$ cat src/sv/swrl_pkg.sv
`timescale 1ns / 1ps

package swrl_pkg;

  // Field widths of the transactions.
  localparam int unsigned SIZE_W  = 16;
  localparam int unsigned FRAME_W = 32;
  localparam int unsigned TIME_W  = 32;
  localparam int unsigned RATE_W  = 24;
  localparam int unsigned TOTAL_W = 20;
  localparam int unsigned DELAY_W = 26;
  localparam int unsigned CNT_W   = 32;

  // Delay divider: dividend width and iteration counter width.
  localparam int unsigned DIV_W     = 32;
  localparam int unsigned DIV_CNT_W = 6;

  localparam logic [DELAY_W-1:0] MS_PER_SEC = DELAY_W'(1000);
  localparam logic [TOTAL_W-1:0] TOTAL_MAX  = {TOTAL_W{1'b1}};

  // Request codes.
  localparam logic REQ_CHECK  = 1'b0;
  localparam logic REQ_RECORD = 1'b1;

  // Command to the delay divider. The dividend is aligned to the top bit and
  // nbits gives how many quotient bits to produce.
  typedef struct packed {
    logic                 start;
    logic [DIV_W-1:0]     dividend;
    logic [RATE_W-1:0]    divisor;
    logic [DIV_CNT_W-1:0] nbits;
  } div_cmd_t;

  // Status of the delay divider.
  typedef struct packed {
    logic              done;
    logic [DIV_W-1:0]  quotient;
  } div_sts_t;

  // Command to the size window memory.
  typedef struct packed {
    logic rd_en;
    logic wr_en;
  } win_cmd_t;

endpackage

$ cat src/sv/swrl_ifs.sv
`timescale 1ns / 1ps

// Request channel.
interface swrl_in_if;
  import swrl_pkg::*;
  logic               valid;
  logic               ready;
  logic               req_type;
  logic [FRAME_W-1:0] frame_index;
  logic [SIZE_W-1:0]  msg_size;
  logic               spawned;
  logic [TIME_W-1:0]  now_ms;

  modport source (output valid, req_type, frame_index, msg_size, spawned, now_ms,
                  input ready);
  modport sink   (input valid, req_type, frame_index, msg_size, spawned, now_ms,
                  output ready);
endinterface

// Result channel.
interface swrl_out_if;
  import swrl_pkg::*;
  logic               valid;
  logic               ready;
  logic               suppressed;
  logic [TOTAL_W-1:0] window_total;
  logic [TIME_W-1:0]  send_time;
  logic [DELAY_W-1:0] send_delay;
  logic [CNT_W-1:0]   suppress_total;

  modport source (output valid, suppressed, window_total, send_time, send_delay,
                  suppress_total, input ready);
  modport sink   (input valid, suppressed, window_total, send_time, send_delay,
                  suppress_total, output ready);
endinterface

// Configuration write channel.
interface swrl_cfg_if;
  import swrl_pkg::*;
  logic              valid;
  logic              ready;
  logic [RATE_W-1:0] rate_limit;

  modport source (output valid, rate_limit, input ready);
  modport sink   (input valid, rate_limit, output ready);
endinterface

$ cat src/sv/swrl_div.sv
`timescale 1ns / 1ps

// Restoring divider, one quotient bit per cycle. Done pulses as the last bit
// enters the quotient register; the quotient holds until the next start.
module swrl_div (
  input  logic               clk,
  input  logic               rst_n,
  input  swrl_pkg::div_cmd_t cmd,
  output swrl_pkg::div_sts_t sts
);
  import swrl_pkg::*;

  logic                 busy_r;
  logic                 done_r;
  logic [DIV_CNT_W-1:0] cnt_r;
  logic [DIV_W-1:0]     dvd_r;
  logic [RATE_W-1:0]    dsr_r;
  logic [RATE_W-1:0]    rem_r;
  logic [RATE_W:0]      trial;
  logic [RATE_W:0]      diff;
  logic                 qbit;

  // Trial subtraction of the divisor from the shifted partial remainder.
  always_comb begin
    trial = {rem_r, dvd_r[DIV_W-1]};
    diff  = trial - {1'b0, dsr_r};
    qbit  = (trial >= {1'b0, dsr_r});
  end

  // Control: iteration count, busy and done.
  always_ff @(posedge clk) begin
    if (!rst_n) begin
      busy_r <= 1'b0;
      done_r <= 1'b0;
      cnt_r  <= '0;
    end else begin
      done_r <= 1'b0;
      if (cmd.start) begin
        busy_r <= 1'b1;
        cnt_r  <= cmd.nbits;
      end else if (busy_r) begin
        cnt_r <= cnt_r - DIV_CNT_W'(1);
        if (cnt_r == DIV_CNT_W'(1)) begin
          busy_r <= 1'b0;
          done_r <= 1'b1;
        end
      end
    end
  end

  // Datapath: the dividend register shifts left and takes quotient bits in.
  always_ff @(posedge clk) begin
    if (cmd.start) begin
      dvd_r <= cmd.dividend;
      dsr_r <= cmd.divisor;
      rem_r <= '0;
    end else if (busy_r) begin
      dvd_r <= {dvd_r[DIV_W-2:0], qbit};
      rem_r <= qbit ? diff[RATE_W-1:0] : trial[RATE_W-1:0];
    end
  end

  assign sts.done     = done_r;
  assign sts.quotient = dvd_r;

endmodule

$ cat src/sv/swrl_win.sv
`timescale 1ns / 1ps

// Size window: one-port synchronous memory with valid bits and the running
// sum of all slots. A write replaces the entry read in the previous access.
module swrl_win #(
  parameter int unsigned WINDOW = 16,
  parameter int unsigned AW     = 4,
  parameter int unsigned SUM_W  = 20
) (
  input  logic                      clk,
  input  logic                      rst_n,
  input  swrl_pkg::win_cmd_t        cmd,
  input  logic [AW-1:0]             addr,
  input  logic [swrl_pkg::SIZE_W-1:0] wr_data,
  output logic [SUM_W-1:0]          sum
);
  import swrl_pkg::*;

  logic [SIZE_W-1:0] mem [WINDOW];
  logic [WINDOW-1:0] valid_r;
  logic [SIZE_W-1:0] rdata_r;
  logic              rvalid_r;
  logic [SUM_W-1:0]  sum_r;
  logic [SIZE_W-1:0] old_val;

  // Memory array and its registered read port.
  always_ff @(posedge clk) begin
    if (cmd.wr_en) begin
      mem[addr] <= wr_data;
    end
    if (cmd.rd_en) begin
      rdata_r <= mem[addr];
    end
  end

  // Valid bits: an entry never written reads as zero.
  always_ff @(posedge clk) begin
    if (!rst_n) begin
      valid_r  <= '0;
      rvalid_r <= 1'b0;
    end else begin
      if (cmd.wr_en) begin
        valid_r[addr] <= 1'b1;
      end
      if (cmd.rd_en) begin
        rvalid_r <= valid_r[addr];
      end
    end
  end

  assign old_val = rvalid_r ? rdata_r : '0;

  // Running sum follows every slot write.
  always_ff @(posedge clk) begin
    if (!rst_n) begin
      sum_r <= '0;
    end else if (cmd.wr_en) begin
      sum_r <= sum_r - SUM_W'(old_val) + SUM_W'(wr_data);
    end
  end

  assign sum = sum_r;

endmodule

$ cat src/sv/sliding_window_rate_limiter.sv
`timescale 1ns / 1ps
// Sequence: a check or an unlimited record passes from acceptance through the read
// and update states to a valid result; a record with a nonzero rate also waits in
// the divide state (26-bit delay divider). A WINDOW that is not a power of two adds
// the slot-remainder state before the read. One transaction at a time; a result
// waiting on out_if.ready holds the next one in its update state.
// Reset: synchronous active-low rst_n clears the window, sum, counters and rate.
module sliding_window_rate_limiter #(
  parameter int unsigned WINDOW       = 16,
  parameter int unsigned RATE_DIVISOR = 1
) (
  input logic           clk,
  input logic           rst_n,
  swrl_in_if.sink       in_if,
  swrl_out_if.source    out_if,
  swrl_cfg_if.sink      cfg_if
);
  import swrl_pkg::*;

  localparam int unsigned AW       = $clog2(WINDOW);
  localparam int unsigned SUM_W    = SIZE_W + $clog2(WINDOW);
  localparam bit          WIN_POW2 = ((WINDOW & (WINDOW - 1)) == 0);

  // Slot remainder for other window sizes: the frame number is folded with
  // 2^16 mod WINDOW, then divided by reciprocal multiplication.
  localparam int unsigned HALF_W  = FRAME_W / 2;
  localparam int unsigned FOLD_W  = HALF_W + AW + 1;
  localparam int unsigned MOD_S   = FOLD_W + AW;
  localparam int unsigned MOD_P_W = 2 * FOLD_W + 2;
  localparam logic [AW-1:0]     FOLD_C = AW'((64'd1 << HALF_W) % 64'(WINDOW));
  localparam logic [FOLD_W+1:0] MOD_M  =
    (FOLD_W + 2)'(((64'd1 << MOD_S) + 64'(WINDOW) - 64'd1) / 64'(WINDOW));

  // Window quotient by reciprocal multiplication with the fixed divisor.
  localparam int unsigned QUO_L   = $clog2(RATE_DIVISOR);
  localparam int unsigned QUO_S   = SUM_W + QUO_L;
  localparam int unsigned QUO_P_W = QUO_S + SUM_W + 2;
  localparam logic [SUM_W+1:0] QUO_M =
    (SUM_W + 2)'(((64'd1 << QUO_S) + 64'(RATE_DIVISOR) - 64'd1) / 64'(RATE_DIVISOR));

  typedef enum logic [5:0] {
    S_IDLE = 6'b000001,
    S_MOD  = 6'b000010,
    S_READ = 6'b000100,
    S_DIV  = 6'b001000,
    S_UPD  = 6'b010000,
    S_OUT  = 6'b100000
  } state_t;

  state_t             state_r, state_nxt;
  logic [RATE_W-1:0]  rate_r;
  logic               req_r;
  logic [SIZE_W-1:0]  size_r;
  logic               spawned_r;
  logic [TIME_W-1:0]  now_r;
  logic [DELAY_W-1:0] prod_r;
  logic [FOLD_W-1:0]  fold_r;
  logic [AW-1:0]      slot_r;
  logic [DIV_W-1:0]   quo_r;
  logic [CNT_W-1:0]   cnt_r;
  logic [TIME_W-1:0]  last_time_r;
  logic [DELAY_W-1:0] last_delay_r;

  logic               out_valid_r;
  logic               o_supp_r;
  logic [TOTAL_W-1:0] o_total_r;
  logic [TIME_W-1:0]  o_time_r;
  logic [DELAY_W-1:0] o_delay_r;
  logic [CNT_W-1:0]   o_cnt_r;

  div_cmd_t           div_cmd;
  div_sts_t           div_sts;
  win_cmd_t           win_cmd;
  logic [SUM_W-1:0]   sum;
  logic [SIZE_W-1:0]  wr_data;

  logic               in_fire;
  logic               upd_fire;
  logic               rate_on;
  logic               over;
  logic [TOTAL_W-1:0] total;
  logic [CNT_W-1:0]   cnt_nxt;
  logic [MOD_P_W-1:0] mod_prod;
  logic [AW-1:0]      mod_q;
  logic [QUO_P_W-1:0] quo_prod;

  assign rate_on  = (rate_r != '0);
  assign in_fire  = in_if.valid && in_if.ready;
  assign in_if.ready = (state_r == S_IDLE);
  assign upd_fire = (state_r == S_UPD) && (!out_valid_r || out_if.ready);

  // Configuration register; writes must arrive only while idle, which the block does not enforce.
  assign cfg_if.ready = 1'b1;
  always_ff @(posedge clk) begin
    if (!rst_n) begin
      rate_r <= '0;
    end else if (cfg_if.valid) begin
      rate_r <= cfg_if.rate_limit;
    end
  end

  // Request capture; the delay numerator and the folded frame are formed on acceptance.
  always_ff @(posedge clk) begin
    if (in_fire) begin
      req_r     <= in_if.req_type;
      size_r    <= in_if.msg_size;
      spawned_r <= in_if.spawned;
      now_r     <= in_if.now_ms;
      prod_r    <= DELAY_W'(in_if.msg_size) * MS_PER_SEC;
      fold_r    <= FOLD_W'(in_if.frame_index[FRAME_W-1:HALF_W]) * FOLD_W'(FOLD_C) +
                   FOLD_W'(in_if.frame_index[HALF_W-1:0]);
    end
  end

  // Reciprocal products for the slot remainder and the window quotient.
  always_comb begin
    mod_prod = MOD_P_W'(fold_r) * MOD_P_W'(MOD_M);
    mod_q    = mod_prod[MOD_S +: AW];
    quo_prod = QUO_P_W'(sum) * QUO_P_W'(QUO_M);
  end

  // Slot index: low bits for a power-of-two window, else the folded remainder.
  always_ff @(posedge clk) begin
    if (in_fire && WIN_POW2) begin
      slot_r <= in_if.frame_index[AW-1:0];
    end else if (state_r == S_MOD) begin
      slot_r <= fold_r[AW-1:0] - AW'(mod_q * WINDOW);
    end
  end

  // Window quotient, taken while the slot is being read.
  always_ff @(posedge clk) begin
    if ((state_r == S_READ) && (req_r == REQ_CHECK)) begin
      quo_r <= DIV_W'(quo_prod[QUO_S +: SUM_W]);
    end
  end

  // Divider request for the send delay of a record with a nonzero rate.
  always_comb begin
    div_cmd = '0;
    if ((state_r == S_READ) && (req_r == REQ_RECORD) && rate_on) begin
      div_cmd.start    = 1'b1;
      div_cmd.dividend = {prod_r, {(DIV_W - DELAY_W){1'b0}}};
      div_cmd.divisor  = rate_r;
      div_cmd.nbits    = DIV_CNT_W'(DELAY_W);
    end
  end

  swrl_div u_div (
    .clk   (clk),
    .rst_n (rst_n),
    .cmd   (div_cmd),
    .sts   (div_sts)
  );

  // Over-budget test and slot update for the transaction being finished.
  always_comb begin
    over = (req_r == REQ_CHECK) && rate_on &&
           (quo_r > DIV_W'(rate_r));
    total = (quo_r > DIV_W'(TOTAL_MAX)) ? TOTAL_MAX : quo_r[TOTAL_W-1:0];
    cnt_nxt = cnt_r + CNT_W'(over);
    wr_data = (req_r == REQ_RECORD) ? size_r : '0;
    win_cmd.rd_en = (state_r == S_READ);
    win_cmd.wr_en = upd_fire &&
                    (over || ((req_r == REQ_RECORD) && rate_on && spawned_r));
  end

  swrl_win #(
    .WINDOW (WINDOW),
    .AW     (AW),
    .SUM_W  (SUM_W)
  ) u_win (
    .clk     (clk),
    .rst_n   (rst_n),
    .cmd     (win_cmd),
    .addr    (slot_r),
    .wr_data (wr_data),
    .sum     (sum)
  );

  // Sequencer.
  always_comb begin
    state_nxt = state_r;
    case (state_r)
      S_IDLE: begin
        if (in_fire) begin
          state_nxt = WIN_POW2 ? S_READ : S_MOD;
        end
      end
      S_MOD: begin
        state_nxt = S_READ;
      end
      S_READ: begin
        state_nxt = ((req_r == REQ_RECORD) && rate_on) ? S_DIV : S_UPD;
      end
      S_DIV: begin
        if (div_sts.done) begin
          state_nxt = S_UPD;
        end
      end
      S_UPD: begin
        if (upd_fire) begin
          state_nxt = S_OUT;
        end
      end
      S_OUT: begin
        state_nxt = S_IDLE;
      end
      default: begin
        state_nxt = S_IDLE;
      end
    endcase
  end

  always_ff @(posedge clk) begin
    if (!rst_n) begin
      state_r <= S_IDLE;
    end else begin
      state_r <= state_nxt;
    end
  end

  // Counters and last-send state.
  always_ff @(posedge clk) begin
    if (!rst_n) begin
      cnt_r        <= '0;
      last_time_r  <= '0;
      last_delay_r <= '0;
    end else if (upd_fire) begin
      cnt_r <= cnt_nxt;
      if (req_r == REQ_RECORD) begin
        last_time_r  <= now_r;
        last_delay_r <= rate_on ? div_sts.quotient[DELAY_W-1:0] : '0;
      end
    end
  end

  // Result register; the next request is taken while a result waits.
  always_ff @(posedge clk) begin
    if (!rst_n) begin
      out_valid_r <= 1'b0;
    end else if (upd_fire) begin
      out_valid_r <= 1'b1;
    end else if (out_if.ready) begin
      out_valid_r <= 1'b0;
    end
  end

  always_ff @(posedge clk) begin
    if (upd_fire) begin
      o_cnt_r <= cnt_nxt;
      if (req_r == REQ_CHECK) begin
        o_supp_r  <= over;
        o_total_r <= total;
        o_time_r  <= last_time_r;
        o_delay_r <= last_delay_r;
      end else begin
        o_supp_r  <= 1'b0;
        o_total_r <= '0;
        o_time_r  <= now_r;
        o_delay_r <= rate_on ? div_sts.quotient[DELAY_W-1:0] : '0;
      end
    end
  end

  assign out_if.valid          = out_valid_r;
  assign out_if.suppressed     = o_supp_r;
  assign out_if.window_total   = o_total_r;
  assign out_if.send_time      = o_time_r;
  assign out_if.send_delay     = o_delay_r;
  assign out_if.suppress_total = o_cnt_r;

endmodule
$ cat src/flat_wrapper.sv
// flat-port wrapper written by rule: the top's interface ports become plain ports
module sliding_window_rate_limiter_flat import swrl_pkg::*;
#(
  parameter int unsigned WINDOW       = 16,
  parameter int unsigned RATE_DIVISOR = 1
)
  (clk, rst_n, in_if_valid, in_if_req_type, in_if_frame_index, in_if_msg_size, in_if_spawned, in_if_now_ms, in_if_ready, out_if_valid, out_if_suppressed, out_if_window_total, out_if_send_time, out_if_send_delay, out_if_suppress_total, out_if_ready, cfg_if_valid, cfg_if_rate_limit, cfg_if_ready);
  swrl_in_if in_if_i ();
  swrl_out_if out_if_i ();
  swrl_cfg_if cfg_if_i ();
  input logic clk;
  input logic rst_n;
  input wire logic [$bits(in_if_i.valid)-1:0] in_if_valid;
  input wire logic [$bits(in_if_i.req_type)-1:0] in_if_req_type;
  input wire logic [$bits(in_if_i.frame_index)-1:0] in_if_frame_index;
  input wire logic [$bits(in_if_i.msg_size)-1:0] in_if_msg_size;
  input wire logic [$bits(in_if_i.spawned)-1:0] in_if_spawned;
  input wire logic [$bits(in_if_i.now_ms)-1:0] in_if_now_ms;
  output wire logic [$bits(in_if_i.ready)-1:0] in_if_ready;
  output wire logic [$bits(out_if_i.valid)-1:0] out_if_valid;
  output wire logic [$bits(out_if_i.suppressed)-1:0] out_if_suppressed;
  output wire logic [$bits(out_if_i.window_total)-1:0] out_if_window_total;
  output wire logic [$bits(out_if_i.send_time)-1:0] out_if_send_time;
  output wire logic [$bits(out_if_i.send_delay)-1:0] out_if_send_delay;
  output wire logic [$bits(out_if_i.suppress_total)-1:0] out_if_suppress_total;
  input wire logic [$bits(out_if_i.ready)-1:0] out_if_ready;
  input wire logic [$bits(cfg_if_i.valid)-1:0] cfg_if_valid;
  input wire logic [$bits(cfg_if_i.rate_limit)-1:0] cfg_if_rate_limit;
  output wire logic [$bits(cfg_if_i.ready)-1:0] cfg_if_ready;
  assign in_if_i.valid = in_if_valid;
  assign in_if_i.req_type = in_if_req_type;
  assign in_if_i.frame_index = in_if_frame_index;
  assign in_if_i.msg_size = in_if_msg_size;
  assign in_if_i.spawned = in_if_spawned;
  assign in_if_i.now_ms = in_if_now_ms;
  assign in_if_ready = in_if_i.ready;
  assign out_if_valid = out_if_i.valid;
  assign out_if_suppressed = out_if_i.suppressed;
  assign out_if_window_total = out_if_i.window_total;
  assign out_if_send_time = out_if_i.send_time;
  assign out_if_send_delay = out_if_i.send_delay;
  assign out_if_suppress_total = out_if_i.suppress_total;
  assign out_if_i.ready = out_if_ready;
  assign cfg_if_i.valid = cfg_if_valid;
  assign cfg_if_i.rate_limit = cfg_if_rate_limit;
  assign cfg_if_ready = cfg_if_i.ready;
  sliding_window_rate_limiter #(.WINDOW(WINDOW), .RATE_DIVISOR(RATE_DIVISOR)) u_core (.clk(clk), .rst_n(rst_n), .in_if(in_if_i), .out_if(out_if_i), .cfg_if(cfg_if_i));
endmodule
$ cat config.mk
export PLATFORM = sky130hd
export DESIGN_NAME = sliding_window_rate_limiter_flat
export DESIGN_NICKNAME = d
export VERILOG_FILES = /design/src/sv/swrl_pkg.sv /design/src/sv/swrl_ifs.sv /design/src/sv/swrl_div.sv /design/src/sv/swrl_win.sv /design/src/sv/sliding_window_rate_limiter.sv /design/src/flat_wrapper.sv
export SDC_FILE = /design/constraint.sdc
export NUM_CORES = 1
export LEC_CHECK = 0
export BUFFER_PORTS_ARGS = -buffer_cell sky130_fd_sc_hd__buf_2
export CORE_MARGIN = 2
export CORE_UTILIZATION = 50
export DETAILED_ROUTE_END_ITERATION = 8
export PLACE_DENSITY_LB_ADDON = 0.15
export SLEW_MARGIN = 25
export SYNTH_ARGS = -nofsm -noshare
export SYNTH_HDL_FRONTEND = slang
export SYNTH_SLANG_ARGS = --single-unit
export TNS_END_PERCENT = 30
$ cat constraint.sdc
create_clock -name clk -period 6.6 [get_ports clk]
set_input_delay 0.66 -clock clk [delete_from_list [all_inputs] [get_ports clk]]
set_output_delay 0.66 -clock clk [all_outputs]
set_load 0.01 [all_outputs]
==> flow_summary.toml <==
[final_layout]
regArea_sq_um = 19900
multi_input_area_sq_um = 11900
layout-drive-gt1-share_pct = 17.0
final_nets = 3073
insertedDiodeCount = 0
design_area_sq_um = 37400
synthToLayoutAreaGrowth_pct = 13.0
fillers = 5411

[pwr]
p_sw_w = 0.00339
p_int_w = 0.00874
combPwrFrac_pct = 22.7
ir_worst_vdd_uv = 253
p_leak_nw = 13.9
p_sw_share_pct = 27.9
p_total_w = 0.0121
power_density_nw_per_um2 = 324
power_frac_seq_pct = 43.7
clkPwrFrac_pct = 33.6

[sta]
relSlewSlack_pct = 34.2
min_period_ns = 5.12
finalHoldViolCount = 0
clock_skew_ns = 0.0292
setup_viol = 0
report.final.slew_viol_count = 0
tightest_slew_ns = 0.983
fin_crit_sh_pct = 77.6
setup_tns_ns = 0
rsz0062_at_grt = "false"
fmax_mhz = 195

[global_routing]
grt_pass1_vias = 20071
grt_pass1_wl_mm = 112
overflow = 0
antenna_found_initial = 1
track_usage_pct = 21.3
grt_max_degree = 84

[drt]
vias = 20128
ant_nets = 0
drtIter0Drc = 1425
viasPerCell = 5.45
route.detailed.drc = 0
totalWireLength_mm = 72.7
wl_per_cell_microns = 19.7
first_pass_iters = 5

[die]
die_h_microns = 261
die_area_sq_um = 68300
rows = 94
ioPinCount = 225
start_util_pct = 50.5
core-area_sq_um = 65600
die_x_microns = 261

[logic_synthesis]
synth_edf_count = 538
synth_common_cells = "538 x edfxtp_1, 267 x nand2_1, 236 x inv_1"
post_synth.cell_area_avg_sq_um = 12.9
synth_cells = 2574
synthesis.nets = 2877
yosys.area.top_type = "edfxtp_1"
synth.top_cell.area_share_pct = 48.8
ys_types = 73
synth-seq-area-share_pct = 60.2
async_reset_ff_share_pct = 0
ys.flop_type = "edfxtp_1"
syn-cell-area_sq_um = 33100
ys_seq_elements = 727
yosysMostFrequentCell = "edfxtp_1"
yosys-top-cells-area = "edfxtp_1 49%, dfxtp_1 11%, mux4_2 5.8%, ha_1 4.6%, fa_1 4.3%"
synth_warnings = 0

[clocking]
cts_htree_levels = 3
post_cts_buffers = 0
root_buffer = "clkbuf_16"
hold_buffers = 0
cts_max_path_buffers = 3
numCtsBuffers = 77
insertion_delay_ns = 0.63
cts.sink_count = 727
cts_resized = 0
path_clk_slew_ns = 0.06
cts_tree = "done"

[worst_setup_path]
crit_arrival_ns = 5.48
crit_type = "in2reg"
endpoint_kind = "register"
crit_fanout = 5
regToRegSetupSlack_ns = 1.62
critPathLaunchType = "input pin"
cp.required_ns = 6.96

[status]
status = "complete, no violations"

[min_path]
min_path_type = "in2reg"

[placement]
placedInstanceArea_sq_um = 35100
portBuffers = 195
gp_congestion = 0.883
hpwl_mm = 48.4

[flow_run]
maxCapViolations = 0
==> stage by stage <==
stage	hold WS (ns)	utilization [%]	cells	worst slack (ns)
final	0.205	57.1	3695	1.48
after global routing	0.174	57.1	3695	1.16
after CTS	0.165	57.0	3695	1.51
after detailed placement	0.415	53.4	3555	0.889
after global placement	0.420	53.4	3555	0.961
after floorplan	0.408	-	2574	1.36
==> critical path, cell delays in order <==
cell,delay [ns]
buf_2,0.15
inv_1,0.17
fa_1,0.46
fa_1,0.55
fa_1,0.45
fa_1,0.51
inv_1,0.04
ha_1,0.24
nor4_1,0.30
o21ai_1,0.14
a41oi_1,0.36
o21ai_0,0.24
or4_1,0.43
a31oi_1,0.33
o21ai_0,0.15
a21oi_1,0.19
xnor2_1,0.09
==> kinds of logic after synthesis <==
| family | after synthesis | share of synthesized area (%) |
|---|---|---|
| AND/OR/NAND/NOR | 672 | 9.32 |
| other | 1 | 0.0113 |
| buffers and inverters | 350 | 4.00 |
| adder cells (fa/ha/maj) | 192 | 8.86 |
| flip-flops | 727 | 60.2 |
| multiplexers | 162 | 8.25 |
| AO/OA/AOI/OAI | 365 | 6.61 |
| XOR/XNOR | 105 | 2.78 |
==> metal layers <==
layer  up-vias  track usage, %  wire length [microns]
li1       9534               -                      -
met1      9987            28.5                  30900
met2       480            36.0                  36100
met3       125            3.46                   3790
met4         2            6.58                   1960
met5         -               0                     13
==> layout make-up <==
cell class                 count  share of cell area (%)
clock buffer                 113                    5.75
multi-input combinational   1497                    31.8
clock inverter                27                   0.585
sequential                   727                    53.2
tap                          864                    2.89
timing repair buffer         229                    3.30
inverter                     238                    2.41
==> power groups by stage <==
stage          registers (W)  clock network (W)  logic (W)
2_1_floorplan        0.00536                  0    0.00218
3_3_place_gp         0.00539                  0    0.00269
4_1_cts              0.00530            0.00416    0.00277
3_5_place_dp         0.00540                  0    0.00275
6_report             0.00531            0.00408    0.00275
5_1_grt              0.00532            0.00434    0.00311
==> registers in the layout, summed over array words and instances, names as in the netlist, 16 cells and up <==
name,cells
u_core.u_win.valid_r,16
u_core.now_r,32
u_core.prod_r,21
u_core.u_win.mem,256
u_core.u_win.rdata_r,16
u_core.last_delay_r,26
u_core.u_div.rem_r,24
u_core.u_div.dvd_r,32
u_core.out_if.send_delay,26
u_core.size_r,16
u_core.out_if.suppress_total,32
u_core.quo_r,20
u_core.out_if.window_total,20
u_core.out_if.send_time,32
u_core.last_time_r,32
u_core.u_div.dsr_r,24
u_core.u_win.sum,20
u_core.cnt_r,32
u_core.rate_r,24
==> layout by cell type (no fill, tap or decap), drive strengths merged, types with 4 or more instances in the layout <==
master / instances
fa: 71
mux2: 38
o21a: 26
clkbuf: 113
buf: 229
nor2: 166
a21o: 28
nor3: 21
o211ai: 4
nor4: 12
a211oi: 9
a31oi: 13
dfxtp: 189
o21bai: 5
nor2b: 30
xnor2: 56
a31o: 4
or3: 13
nand2b: 12
a21oi: 155
nand2: 268
and2: 33
nand3b: 5
clkinv: 23
ha: 121
nand3: 68
mux2i: 39
and3: 9
inv: 238
xor2: 49
o31ai: 6
edfxtp: 538
nand4: 19
o21ai: 85
mux4: 85
==> worst paths after layout <==
kind | depth (start not counted) | end | startpoint
hold / removal | 1 | u_core.now_r[21] | in_if_now_ms[21]
setup reg to reg | 17 | u_core.cnt_r[28] | u_core.rate_r[15]
hold reg to reg | 0 | u_core.quo_r[13] | u_core.u_win.sum[13]
setup / recovery | 17 | u_core.prod_r[25] | in_if_msg_size[4]
No activity file was read; power rests on OpenSTA's default activity.
